**src/hdl/bwdt_pkg.sv**
```systemverilog
`default_nettype none

package bwdt_pkg;

	localparam int TABLE_DEPTH   = 8;
	localparam int ALLOWED_SLOTS = 6;

	// Whitelist register file: six address registers, then the count register
	localparam int WL_REGS = 6;
	localparam int ADDR_W  = 48;
	localparam int RSSI_W  = 8;
	localparam int CNT_W   = 4;
	localparam int WLC_W   = 3;
	localparam int CFG_IDX_W = 3;
	localparam int IDX_W   = (TABLE_DEPTH > 1) ? $clog2(TABLE_DEPTH) : 1;

	localparam logic [CFG_IDX_W-1:0] REG_ALLOWED_COUNT = CFG_IDX_W'(WL_REGS);
	localparam logic [WLC_W-1:0]     ALLOWED_COUNT_RST = WLC_W'(6);

	typedef enum logic [1:0] {
		MODE_CLEAR = 2'd0,
		MODE_ADV   = 2'd1,
		MODE_DUMP  = 2'd2,
		MODE_NONE  = 2'd3
	} mode_t;

	typedef enum logic [2:0] {
		ST_CLEARED = 3'd0,
		ST_ADDED   = 3'd1,
		ST_RAISED  = 3'd2,
		ST_KEPT    = 3'd3,
		ST_DENIED  = 3'd4,
		ST_FULL    = 3'd5,
		ST_ENTRY   = 3'd6,
		ST_EMPTY   = 3'd7
	} status_t;

	typedef struct packed {
		mode_t                     mode;
		logic [ADDR_W-1:0]         beacon_address;
		logic signed [RSSI_W-1:0]  signal_strength;
	} in_item_t;

	typedef struct packed {
		status_t                   status;
		logic [ADDR_W-1:0]         entry_address;
		logic signed [RSSI_W-1:0]  entry_strength;
		logic [CNT_W-1:0]          entry_total;
		logic                      last;
	} out_item_t;

	typedef struct packed {
		logic latch;  // capture the accepted input beat
		logic match;  // register whitelist and table compares
		logic emit;   // perform the action and load one result beat
	} ctl_cmd_t;

	typedef struct packed {
		mode_t mode;
		logic  dump_last;
		logic  out_free;
	} ctl_sts_t;

endpackage

`default_nettype wire

```
**src/hdl/beacon_whitelist_dedup_table_top.sv**
```systemverilog
// Flow: an accepted input beat goes through the compare state, then the action
// state, which loads any result beat; an output stall holds that beat there.
// Input stalls until the block is idle again, so one item finishes before the next.
// A dump emits one entry per cycle unless stalled, paced by the single table read port.
// Reset: asynchronous, active low; table emptied, whitelist cleared, count 6.
`default_nettype none

module beacon_whitelist_dedup_table_top (
	input  wire logic                           clk,
	input  wire logic                           arst_n,
	input  wire logic                           cfg_we,
	input  wire logic [bwdt_pkg::CFG_IDX_W-1:0] cfg_index,
	input  wire logic [bwdt_pkg::ADDR_W-1:0]    cfg_data,
	input  wire logic                           in_valid,
	output logic                                in_stall,
	input  wire bwdt_pkg::in_item_t             in_data,
	output logic                                out_valid,
	input  wire logic                           out_stall,
	output bwdt_pkg::out_item_t                 out_data
);
	import bwdt_pkg::*;

	ctl_cmd_t cmd;
	ctl_sts_t sts;

	bwdt_ctrl u_ctrl (
		.clk      (clk),
		.arst_n   (arst_n),
		.in_valid (in_valid),
		.in_stall (in_stall),
		.sts      (sts),
		.cmd      (cmd)
	);

	bwdt_dp u_dp (
		.clk       (clk),
		.arst_n    (arst_n),
		.cfg_we    (cfg_we),
		.cfg_index (cfg_index),
		.cfg_data  (cfg_data),
		.in_data   (in_data),
		.cmd       (cmd),
		.sts       (sts),
		.out_valid (out_valid),
		.out_stall (out_stall),
		.out_data  (out_data)
	);

endmodule

`default_nettype wire

```
**src/hdl/bwdt_ctrl.sv**
```systemverilog
`default_nettype none

module bwdt_ctrl (
	input  wire logic              clk,
	input  wire logic              arst_n,
	input  wire logic              in_valid,
	output logic                   in_stall,
	input  wire bwdt_pkg::ctl_sts_t sts,
	output bwdt_pkg::ctl_cmd_t     cmd
);
	import bwdt_pkg::*;

	typedef enum logic [2:0] {
		S_IDLE  = 3'b001,
		S_MATCH = 3'b010,
		S_EXEC  = 3'b100
	} state_t;

	state_t state_q, state_d;

	assign in_stall = (state_q != S_IDLE);

	always_comb begin
		state_d   = state_q;
		cmd.latch = 1'b0;
		cmd.match = 1'b0;
		cmd.emit  = 1'b0;
		unique case (state_q)
			S_IDLE: begin
				if (in_valid) begin
					cmd.latch = 1'b1;
					state_d   = S_MATCH;
				end
			end
			S_MATCH: begin
				cmd.match = 1'b1;
				state_d   = S_EXEC;
			end
			S_EXEC: begin
				if (sts.mode == MODE_NONE) begin
					state_d = S_IDLE;
				end else if (sts.out_free) begin
					cmd.emit = 1'b1;
					// dump keeps emitting one entry per beat until the last
					if (sts.mode != MODE_DUMP || sts.dump_last) begin
						state_d = S_IDLE;
					end
				end
			end
			default: state_d = S_IDLE;
		endcase
	end

	always_ff @(posedge clk or negedge arst_n) begin
		if (!arst_n) begin
			state_q <= S_IDLE;
		end else begin
			state_q <= state_d;
		end
	end

endmodule

`default_nettype wire

```
**src/hdl/bwdt_dp.sv**
```systemverilog
`default_nettype none

module bwdt_dp (
	input  wire logic                                 clk,
	input  wire logic                                 arst_n,
	input  wire logic                                 cfg_we,
	input  wire logic [bwdt_pkg::CFG_IDX_W-1:0]       cfg_index,
	input  wire logic [bwdt_pkg::ADDR_W-1:0]          cfg_data,
	input  wire bwdt_pkg::in_item_t                   in_data,
	input  wire bwdt_pkg::ctl_cmd_t                   cmd,
	output bwdt_pkg::ctl_sts_t                        sts,
	output logic                                      out_valid,
	input  wire logic                                 out_stall,
	output bwdt_pkg::out_item_t                       out_data
);
	import bwdt_pkg::*;

	logic [ADDR_W-1:0]        wl_addr_q [WL_REGS];
	logic [WLC_W-1:0]         wl_count_q;

	logic [ADDR_W-1:0]        tbl_addr_q [TABLE_DEPTH];
	logic signed [RSSI_W-1:0] tbl_rssi_q [TABLE_DEPTH];
	logic [CNT_W-1:0]         held_q;

	in_item_t                 item_q;
	logic                     allowed_q;
	logic                     hit_q;
	logic [IDX_W-1:0]         rd_idx_q;

	logic                     out_valid_q;
	out_item_t                out_q;
	out_item_t                out_d;

	logic                     allowed_c;
	logic                     hit_c;
	logic [IDX_W-1:0]         hit_idx_c;
	logic signed [RSSI_W-1:0] rd_rssi;
	logic [ADDR_W-1:0]        rd_addr;
	logic                     stronger;
	logic                     has_room;
	logic                     out_free;
	logic [CNT_W-1:0]         rd_next;

	// Config registers
	always_ff @(posedge clk or negedge arst_n) begin
		if (!arst_n) begin
			for (int i = 0; i < WL_REGS; i++) begin
				wl_addr_q[i] <= '0;
			end
			wl_count_q <= ALLOWED_COUNT_RST;
		end else if (cfg_we) begin
			for (int i = 0; i < WL_REGS; i++) begin
				if (cfg_index == CFG_IDX_W'(i)) begin
					wl_addr_q[i] <= cfg_data;
				end
			end
			if (cfg_index == REG_ALLOWED_COUNT) begin
				wl_count_q <= cfg_data[WLC_W-1:0];
			end
		end
	end

	// Parallel compares: whitelist slots and held table entries.
	// Slots past ALLOWED_SLOTS are never looked at, which clamps the count.
	always_comb begin
		allowed_c = 1'b0;
		for (int i = 0; i < ALLOWED_SLOTS; i++) begin
			if (wl_count_q > WLC_W'(i) && wl_addr_q[i] == item_q.beacon_address) begin
				allowed_c = 1'b1;
			end
		end
		hit_c     = 1'b0;
		hit_idx_c = '0;
		for (int i = TABLE_DEPTH - 1; i >= 0; i--) begin
			if (held_q > CNT_W'(i) && tbl_addr_q[i] == item_q.beacon_address) begin
				hit_c     = 1'b1;
				hit_idx_c = IDX_W'(i);
			end
		end
	end

	assign rd_rssi  = tbl_rssi_q[rd_idx_q];
	assign rd_addr  = tbl_addr_q[rd_idx_q];
	assign stronger = item_q.signal_strength > rd_rssi;
	assign has_room = held_q < CNT_W'(TABLE_DEPTH);
	assign rd_next  = CNT_W'(rd_idx_q) + CNT_W'(1);
	assign out_free = !out_valid_q || !out_stall;

	assign sts.mode      = item_q.mode;
	assign sts.dump_last = (held_q == '0) || (rd_next == held_q);
	assign sts.out_free  = out_free;

	always_ff @(posedge clk) begin
		if (cmd.latch) begin
			item_q <= in_data;
		end
		if (cmd.match) begin
			allowed_q <= allowed_c;
			hit_q     <= hit_c;
			rd_idx_q  <= (item_q.mode == MODE_DUMP) ? '0 : hit_idx_c;
		end else if (cmd.emit && item_q.mode == MODE_DUMP) begin
			rd_idx_q <= rd_next[IDX_W-1:0];
		end
		if (cmd.emit && item_q.mode == MODE_ADV && allowed_q) begin
			if (hit_q) begin
				if (stronger) begin
					tbl_rssi_q[rd_idx_q] <= item_q.signal_strength;
				end
			end else if (has_room) begin
				tbl_addr_q[held_q[IDX_W-1:0]] <= item_q.beacon_address;
				tbl_rssi_q[held_q[IDX_W-1:0]] <= item_q.signal_strength;
			end
		end
	end

	always_ff @(posedge clk or negedge arst_n) begin
		if (!arst_n) begin
			held_q <= '0;
		end else if (cmd.emit) begin
			if (item_q.mode == MODE_CLEAR) begin
				held_q <= '0;
			end else if (item_q.mode == MODE_ADV && allowed_q && !hit_q && has_room) begin
				held_q <= held_q + CNT_W'(1);
			end
		end
	end

	// Result beat register
	always_ff @(posedge clk or negedge arst_n) begin
		if (!arst_n) begin
			out_valid_q <= 1'b0;
		end else if (cmd.emit) begin
			out_valid_q <= 1'b1;
		end else if (!out_stall) begin
			out_valid_q <= 1'b0;
		end
	end

	always_comb begin
		out_d.status         = ST_CLEARED;
		out_d.entry_address  = item_q.beacon_address;
		out_d.entry_strength = item_q.signal_strength;
		out_d.entry_total    = held_q;
		out_d.last           = 1'b1;
		case (item_q.mode)
			MODE_CLEAR: begin
				out_d.status         = ST_CLEARED;
				out_d.entry_strength = '0;
				out_d.entry_total    = '0;
			end
			MODE_ADV: begin
				if (!allowed_q) begin
					out_d.status = ST_DENIED;
				end else if (hit_q) begin
					if (stronger) begin
						out_d.status = ST_RAISED;
					end else begin
						out_d.status         = ST_KEPT;
						out_d.entry_strength = rd_rssi;
					end
				end else if (has_room) begin
					out_d.status      = ST_ADDED;
					out_d.entry_total = held_q + CNT_W'(1);
				end else begin
					out_d.status = ST_FULL;
				end
			end
			default: begin
				if (held_q == '0) begin
					out_d.status         = ST_EMPTY;
					out_d.entry_strength = '0;
				end else begin
					out_d.status         = ST_ENTRY;
					out_d.entry_address  = rd_addr;
					out_d.entry_strength = rd_rssi;
					out_d.last           = (rd_next == held_q);
				end
			end
		endcase
	end

	always_ff @(posedge clk) begin
		if (cmd.emit) begin
			out_q <= out_d;
		end
	end

	assign out_valid = out_valid_q;
	assign out_data  = out_q;

`ifndef SYNTHESIS
	a_held_bound: assert property (@(posedge clk) disable iff (!arst_n)
		held_q <= CNT_W'(TABLE_DEPTH))
		else $error("table count past depth");

	a_emit_free: assert property (@(posedge clk) disable iff (!arst_n)
		cmd.emit |-> (!out_valid_q || !out_stall))
		else $error("result beat overwritten while stalled");

	a_clear_empties: assert property (@(posedge clk) disable iff (!arst_n)
		(cmd.emit && item_q.mode == MODE_CLEAR) |=> (held_q == '0))
		else $error("clear left entries");

	a_entry_nonzero: assert property (@(posedge clk) disable iff (!arst_n)
		(out_valid_q && out_q.status == ST_ENTRY) |-> (out_q.entry_total != '0))
		else $error("dump entry from empty table");
`endif

endmodule

`default_nettype wire

```
**config.mk**
```make
export PLATFORM = sky130hd
export DESIGN_NAME = beacon_whitelist_dedup_table_top
export DESIGN_NICKNAME = d
export VERILOG_FILES = /design/src/hdl/bwdt_pkg.sv /design/src/hdl/beacon_whitelist_dedup_table_top.sv /design/src/hdl/bwdt_ctrl.sv /design/src/hdl/bwdt_dp.sv
export SDC_FILE = /design/constraint.sdc
export NUM_CORES = 1
export LEC_CHECK = 0
export ABC_CLOCK_PERIOD_IN_PS = 10300
export BUFFER_PORTS_ARGS = -buffer_cell sky130_fd_sc_hd__buf_2
export CAP_MARGIN = 5
export CORE_ASPECT_RATIO = 0.8
export CORE_MARGIN = 5
export CORE_UTILIZATION = 55
export DETAILED_ROUTE_END_ITERATION = 10
export PLACE_DENSITY_LB_ADDON = 0.15
export SETUP_SLACK_MARGIN = 0.4
export SYNTH_ARGS = -nofsm -noshare
export SYNTH_HDL_FRONTEND = slang
export SYNTH_SLANG_ARGS = --single-unit
export TNS_END_PERCENT = 20
```
**constraint.sdc**
```tcl
create_clock -name clk -period 10.3 [get_ports clk]
set_input_delay 3.09 -clock clk [delete_from_list [all_inputs] [get_ports clk]]
set_output_delay 3.09 -clock clk [all_outputs]
set_load 0.1 [all_outputs]
```
# Word-level counts from Yosys, hierarchy flattened
# Memory sizes are Yosys's and may differ from the RTL's. A register that Yosys moved wholly into a read port is not among the register bits.
# Cells that the tools add are included.
[op_classes]
n_eq_ne = 33
mux = 57
add_sub_neg = 2
n_reduce_logical = 45
magnitude_cmp = 16
[ops]
columns = ["operator", "count"]
rows = [
  ["$eq A48 B48 Y1", 14],
  ["$mux W48", 2],
  ["$mux W3", 21],
  ["$mux W8", 4],
  ["$mux W1", 21],
  ["$logic_and A1 B1 Y1", 20],
  ["$gt A4 B3 Y1 const B", 4],
  ["$mux W4", 4],
  ["$pmux W8 S2", 1],
  ["$reduce_and A2 Y1", 8],
  ["$eq A3 B3 Y1 const B", 4],
  ["$mux W12", 1],
  ["$eq A3 B2 Y1 const B", 3],
  ["$ne A3 B1 Y1 const B", 3],
  ["$pmux W3 S3", 1],
  ["$gt A4 B1 Y1 const B", 2],
  ["$gt A4 B2 Y1 const B", 2],
  ["$gt A8 B8 Y1", 1],
  ["$pmux W4 S2", 1],
  ["$reduce_or A8 Y1", 1],
  ["$reduce_or A7 Y1", 1],
  ["$eq A3 B1 Y1 const B", 2],
  ["$gt A3 B1 Y1 const B", 2],
  ["$gt A3 B2 Y1 const B", 2],
  ["other kinds (20)", 28],
]
[totals]
n_memories = 2
word_cells = 176
inputBits = 114
reg_bits = 426
out_inout_bits = 66
ram_bits = 448
[memory_table]
columns = ["memory", "words", "width", "rd", "rd_clocked_by_memory_dff", "write_ports", "line", "source"]
rows = [
  ["u_dp.tbl_addr_q", 8, 48, 9, 1, 1, "bwdt_dp.sv:21", "logic [ADDR_W-1:0] tbl_addr_q [TABLE_DEPTH];"],
  ["u_dp.tbl_rssi_q", 8, 8, 1, 1, 1, "bwdt_dp.sv:22", "logic signed [RSSI_W-1:0] tbl_rssi_q [TABLE_DEPTH];"],
]

# Logic depth before layout (Yosys ltp)
# An unclocked memory read counts as a cell.
[depth]
word_depth = 14
depth_mapped = 14
depth_no_buf = 11

# Cells and area by module
# Synthesis repeated with hierarchy kept, for this count alone.
[unflattened]
hier_cells = 2908
hier_area_um2 = 42089.1
[modules_own_cells]
columns = ["module", "area_each_um2", "n_inst", "cells_each"]
rows = [
  ["bwdt_dp", 41926.5, 1, 2893],
  ["bwdt_ctrl", 162.7, 1, 15],
]

# Worst setup path after synthesis
# Ideal clock, no wire load.
[synth_path]
path_type = "input-to-reg"
start = "input out_stall"
end = "memory u_dp.tbl_addr_q[0][0] (enable)"
arrival_time_ps = 9858
stages = 6
path_slack_ps = -131
path_cell_list = "nand2_1 > nand4_1 > inv_1 > nand3_1 > clkbuf_1 > nor4_1"
[synth_lines]
columns = ["element", "line", "source"]
rows = [
  ["start, declared", "beacon_whitelist_dedup_table_top.sv:18", "input wire logic out_stall,"],
  ["end, declared", "bwdt_dp.sv:21", ""],
]

==> impl_metrics.tcl <==
set metrics [dict create \
    cap_violations 0 \
    cts_tree "done" \
    gr-usage-met3_pct 13.9 \
    num_rows 90 \
    gr-usage-all-layers_pct 35.3 \
    h-tree-depth 3 \
    postCtsSetupBuffers 0 \
    whs_endpoint "u_dp.wl_addr_q[41]" \
    grt_pass1_wl_um 205000 \
    fin_util_pct 62.0 \
    tns_ns 0 \
    netlist_area_um2 41900 \
    r2r_setup_slack_ns 5.38 \
    design_area_um2 46900 \
    drt_iter0_drc 4309 \
    rr_worst_depth 10 \
    avgSynthCellArea_um2 14.5 \
    port_buffers 179 \
    viasPerCell 6.63 \
    cp.arrival_ns 5.56 \
    p_leak_nw 16.6 \
    grt_use_met1_pct 56.1 \
    drtPass1Iterations 5 \
    fin_cells 4157 \
    overflow 0 \
    synth_nets 3028 \
    total_power_w 0.0109 \
    place_area_um2 44100 \
    worstHoldStart "u_dp.wl_addr_q[41]" \
    finalSetupViolCount 0 \
    hold_depth 1 \
    fin_skew_ns 0.0240 \
    hp-class "flip-flop to flip-flop" \
    period_minus_slack_ns 5.28 \
    tightest_slew_ns 1.33 \
    vias 27600 \
    post-dp-hpwl_um 105000 \
    ctsHoldBuffers 0 \
    ios 180 \
    power_density_nw_per_um2 233 \
    cts_buffers 88 \
    grt_pass1_vias 25900 \
    hold_viol 0 \
    nFillCells 5744 \
    synthArstFlopShare_pct 34.1 \
    area_growth_pct 11.8 \
    drtAntennaViolNets 0 \
    grt_setup_unrepaired "false" \
    ctsResizeCount 0 \
    start_util_pct 55.5 \
    final-seq-area_um2 24800 \
    multiInputGateArea_um2 16300 \
    outcome "finished, final reports clean" \
    fmax_ghz 0.190 \
    avgRoutedWirePerCell_um 35.4 \
    grt_max_degree 148 \
    synth_cell_types 61 \
    drv_slew 0 \
    clock_path_buffers 3 \
    wl_um 147000 \
    die_x_um 319 \
    crit_slowest_cell "buf_4" \
    cp-start-kind "input port" \
    cts_sinks 877 \
    dieArea_um2 81900 \
    ys_ff_latch 877 \
    yosysSeqAreaShare_pct 59.2 \
    worstPathRequired_ns 10.59 \
    clkTransAtPathRegs_ns 0.06 \
    synth_warnings 0 \
    busiest_layer "met1" \
    num-nets-final 3204 \
    max_stage_delay_ns 0.67 \
    core-area_um2 75600 \
    yosysTopAreaCell "edfxtp_1" \
    antenna_found_initial 16 \
    crit_chain "buf_2, nand2_1, nand4_1, clkinv_2, nand3_1, nor4_4, buf_4" \
    globalplace.congestion 0.991 \
    ir_worst_vdd_mv 0.207 \
    dieHeight_um 257 \
    dp_cells 3996 \
    post-route-period-util_pct 51.2 \
    insertion_delay_ns 0.67 \
    slew_headroom_pct 9.16 \
    synth_top_area_share_pct 41.2 \
    synth_cells 2899 \
    drive_gt1_share_pct 26.2 \
    rr_endpoint "u_dp.tbl_rssi_q[4][7]" \
    synth_edf_count 575 \
    cts_root_buf "clkbuf_16" \
    grtUsageMet2_pct 46.4 \
    cp_max_fo 48 \
    ys_top_cells_by_area "edfxtp_1 41%, dfrtp_1 18%, mux2_2 7.8%, xnor2_1 7.4%, mux4_2 6.0%" \
    drt_drc_violations_left 0 \
    end_kind "flip-flop" \
    dominantRegCellSynth "edfxtp_1" \
    worst-setup-path-type "input port to flip-flop" \
]
through the flow:
stage               hold slack (ns)  worst slack [ns]
floorplan                     0.479              1.14
global placement              0.493              4.48
detailed placement            0.499              4.40
CTS                           0.513              5.07
global route                  0.534              4.84
finish                        0.512              5.02
critical path, delay by kind of cell:
family | cells | cell delay (ns)
AND/OR/NAND/NOR | 4 | 1.20
buffers and inverters | 3 | 1.19
cells in the final DEF (no fill, tap or decap), types with 7 or more instances in the layout:
cell and n:
a21oi_1 61, a31oi_1 7, buf_2 178, buf_4 85, clkbuf_1 36, clkbuf_16 90, clkinv_2 11, dfrtp_1 296
edfxtp_1 575, ha_1 15, inv_1 43, mux2_2 291, mux2i_1 58, mux4_2 112, nand2_1 57, nand2b_1 12
nand3_1 20, nand4_1 146, nand4b_1 8, nor2_1 78, nor2b_1 12, nor3_1 22, nor4_1 116, o21ai_0 21
o21ai_1 7, o22ai_1 16, or4_1 7, xnor2_1 354, xor2_1 286
sequential cells by signal (all words and copies together), names as in the netlist, 2 cells and up, named ones only:
name,count
u_dp.item_q,56
u_dp.out_data,64
u_dp.wl_addr_q,288
u_dp.tbl_addr_q,384
u_dp.tbl_rssi_q,64
u_dp.wl_count_q,3
u_ctrl.state_q,3
u_dp.sts,2
u_dp.rd_idx_q,3
u_dp.held_q,4
final cells by class:
| class | count | share of cell area [%] |
|---|---|---|
| flip-flops and latches | 877 | 53.0 |
| multi-input cells | 1799 | 34.7 |
| clock buffers | 132 | 5.27 |
| repair buffers | 265 | 3.34 |
| well taps | 1012 | 2.70 |
| clock inverters | 27 | 0.673 |
| inverters | 44 | 0.355 |
| diodes | 1 | 0.00534 |
kinds of logic (layout without fill, tap and decap cells):
| group | Yosys count | after routing | synth area share [%] |
|---|---|---|---|
| buffers and inverters | 223 | 468 | 2.29 |
| AO/OA/AOI/OAI | 156 | 156 | 2.31 |
| AND/OR/NAND/NOR | 524 | 524 | 7.08 |
| multiplexers | 461 | 461 | 15.2 |
| adder cells (fa/ha/maj) | 15 | 15 | 0.448 |
| XOR/XNOR | 643 | 643 | 13.5 |
| other | 0 | 1 | 0 |
| flip-flops | 877 | 877 | 59.2 |
worst max path at each step:
stage | start | endpoint | slack [ns] | depth (start not counted)
detailed placement | out_stall | u_dp.tbl_addr_q[0][22] | 4.40 | 7
CTS | out_stall | u_dp.tbl_addr_q[1][33] | 5.07 | 7
global placement | out_stall | u_dp.tbl_rssi_q[4][6] | 4.48 | 9
floorplan | out_stall | u_dp.tbl_addr_q[4][0] | 1.14 | 6
finish | out_stall | u_dp.tbl_addr_q[0][13] | 5.02 | 7
global route | out_stall | u_dp.tbl_rssi_q[4][6] | 4.84 | 9
power by group:
part / switching [W] / internal [W]
Combinational: 0.00204 / 0.00114
Clock: 0.00138 / 0.00181
Sequential: 0.000322 / 0.00423
Yosys cell counts (28+ instances only):
cell type	n
xor2_1	286
nor3_1	28
buf_1	35
nand2_1	57
xnor2_1	354
buf_2	58
dfrtp_1	296
mux2i_1	58
mux2_2	291
clkbuf_1	79
nand4_1	146
nor2_1	81
inv_1	44
mux4_2	112
a21oi_1	61
edfxtp_1	575
nor4_1	118
metal layers:
metal	routed length [um]	part of all wire (%)
met5	33	0.022
met4	2360	1.6
met1	64100	44
met3	22000	15
met2	58700	40
No activity file was read; power rests on OpenSTA's default activity.
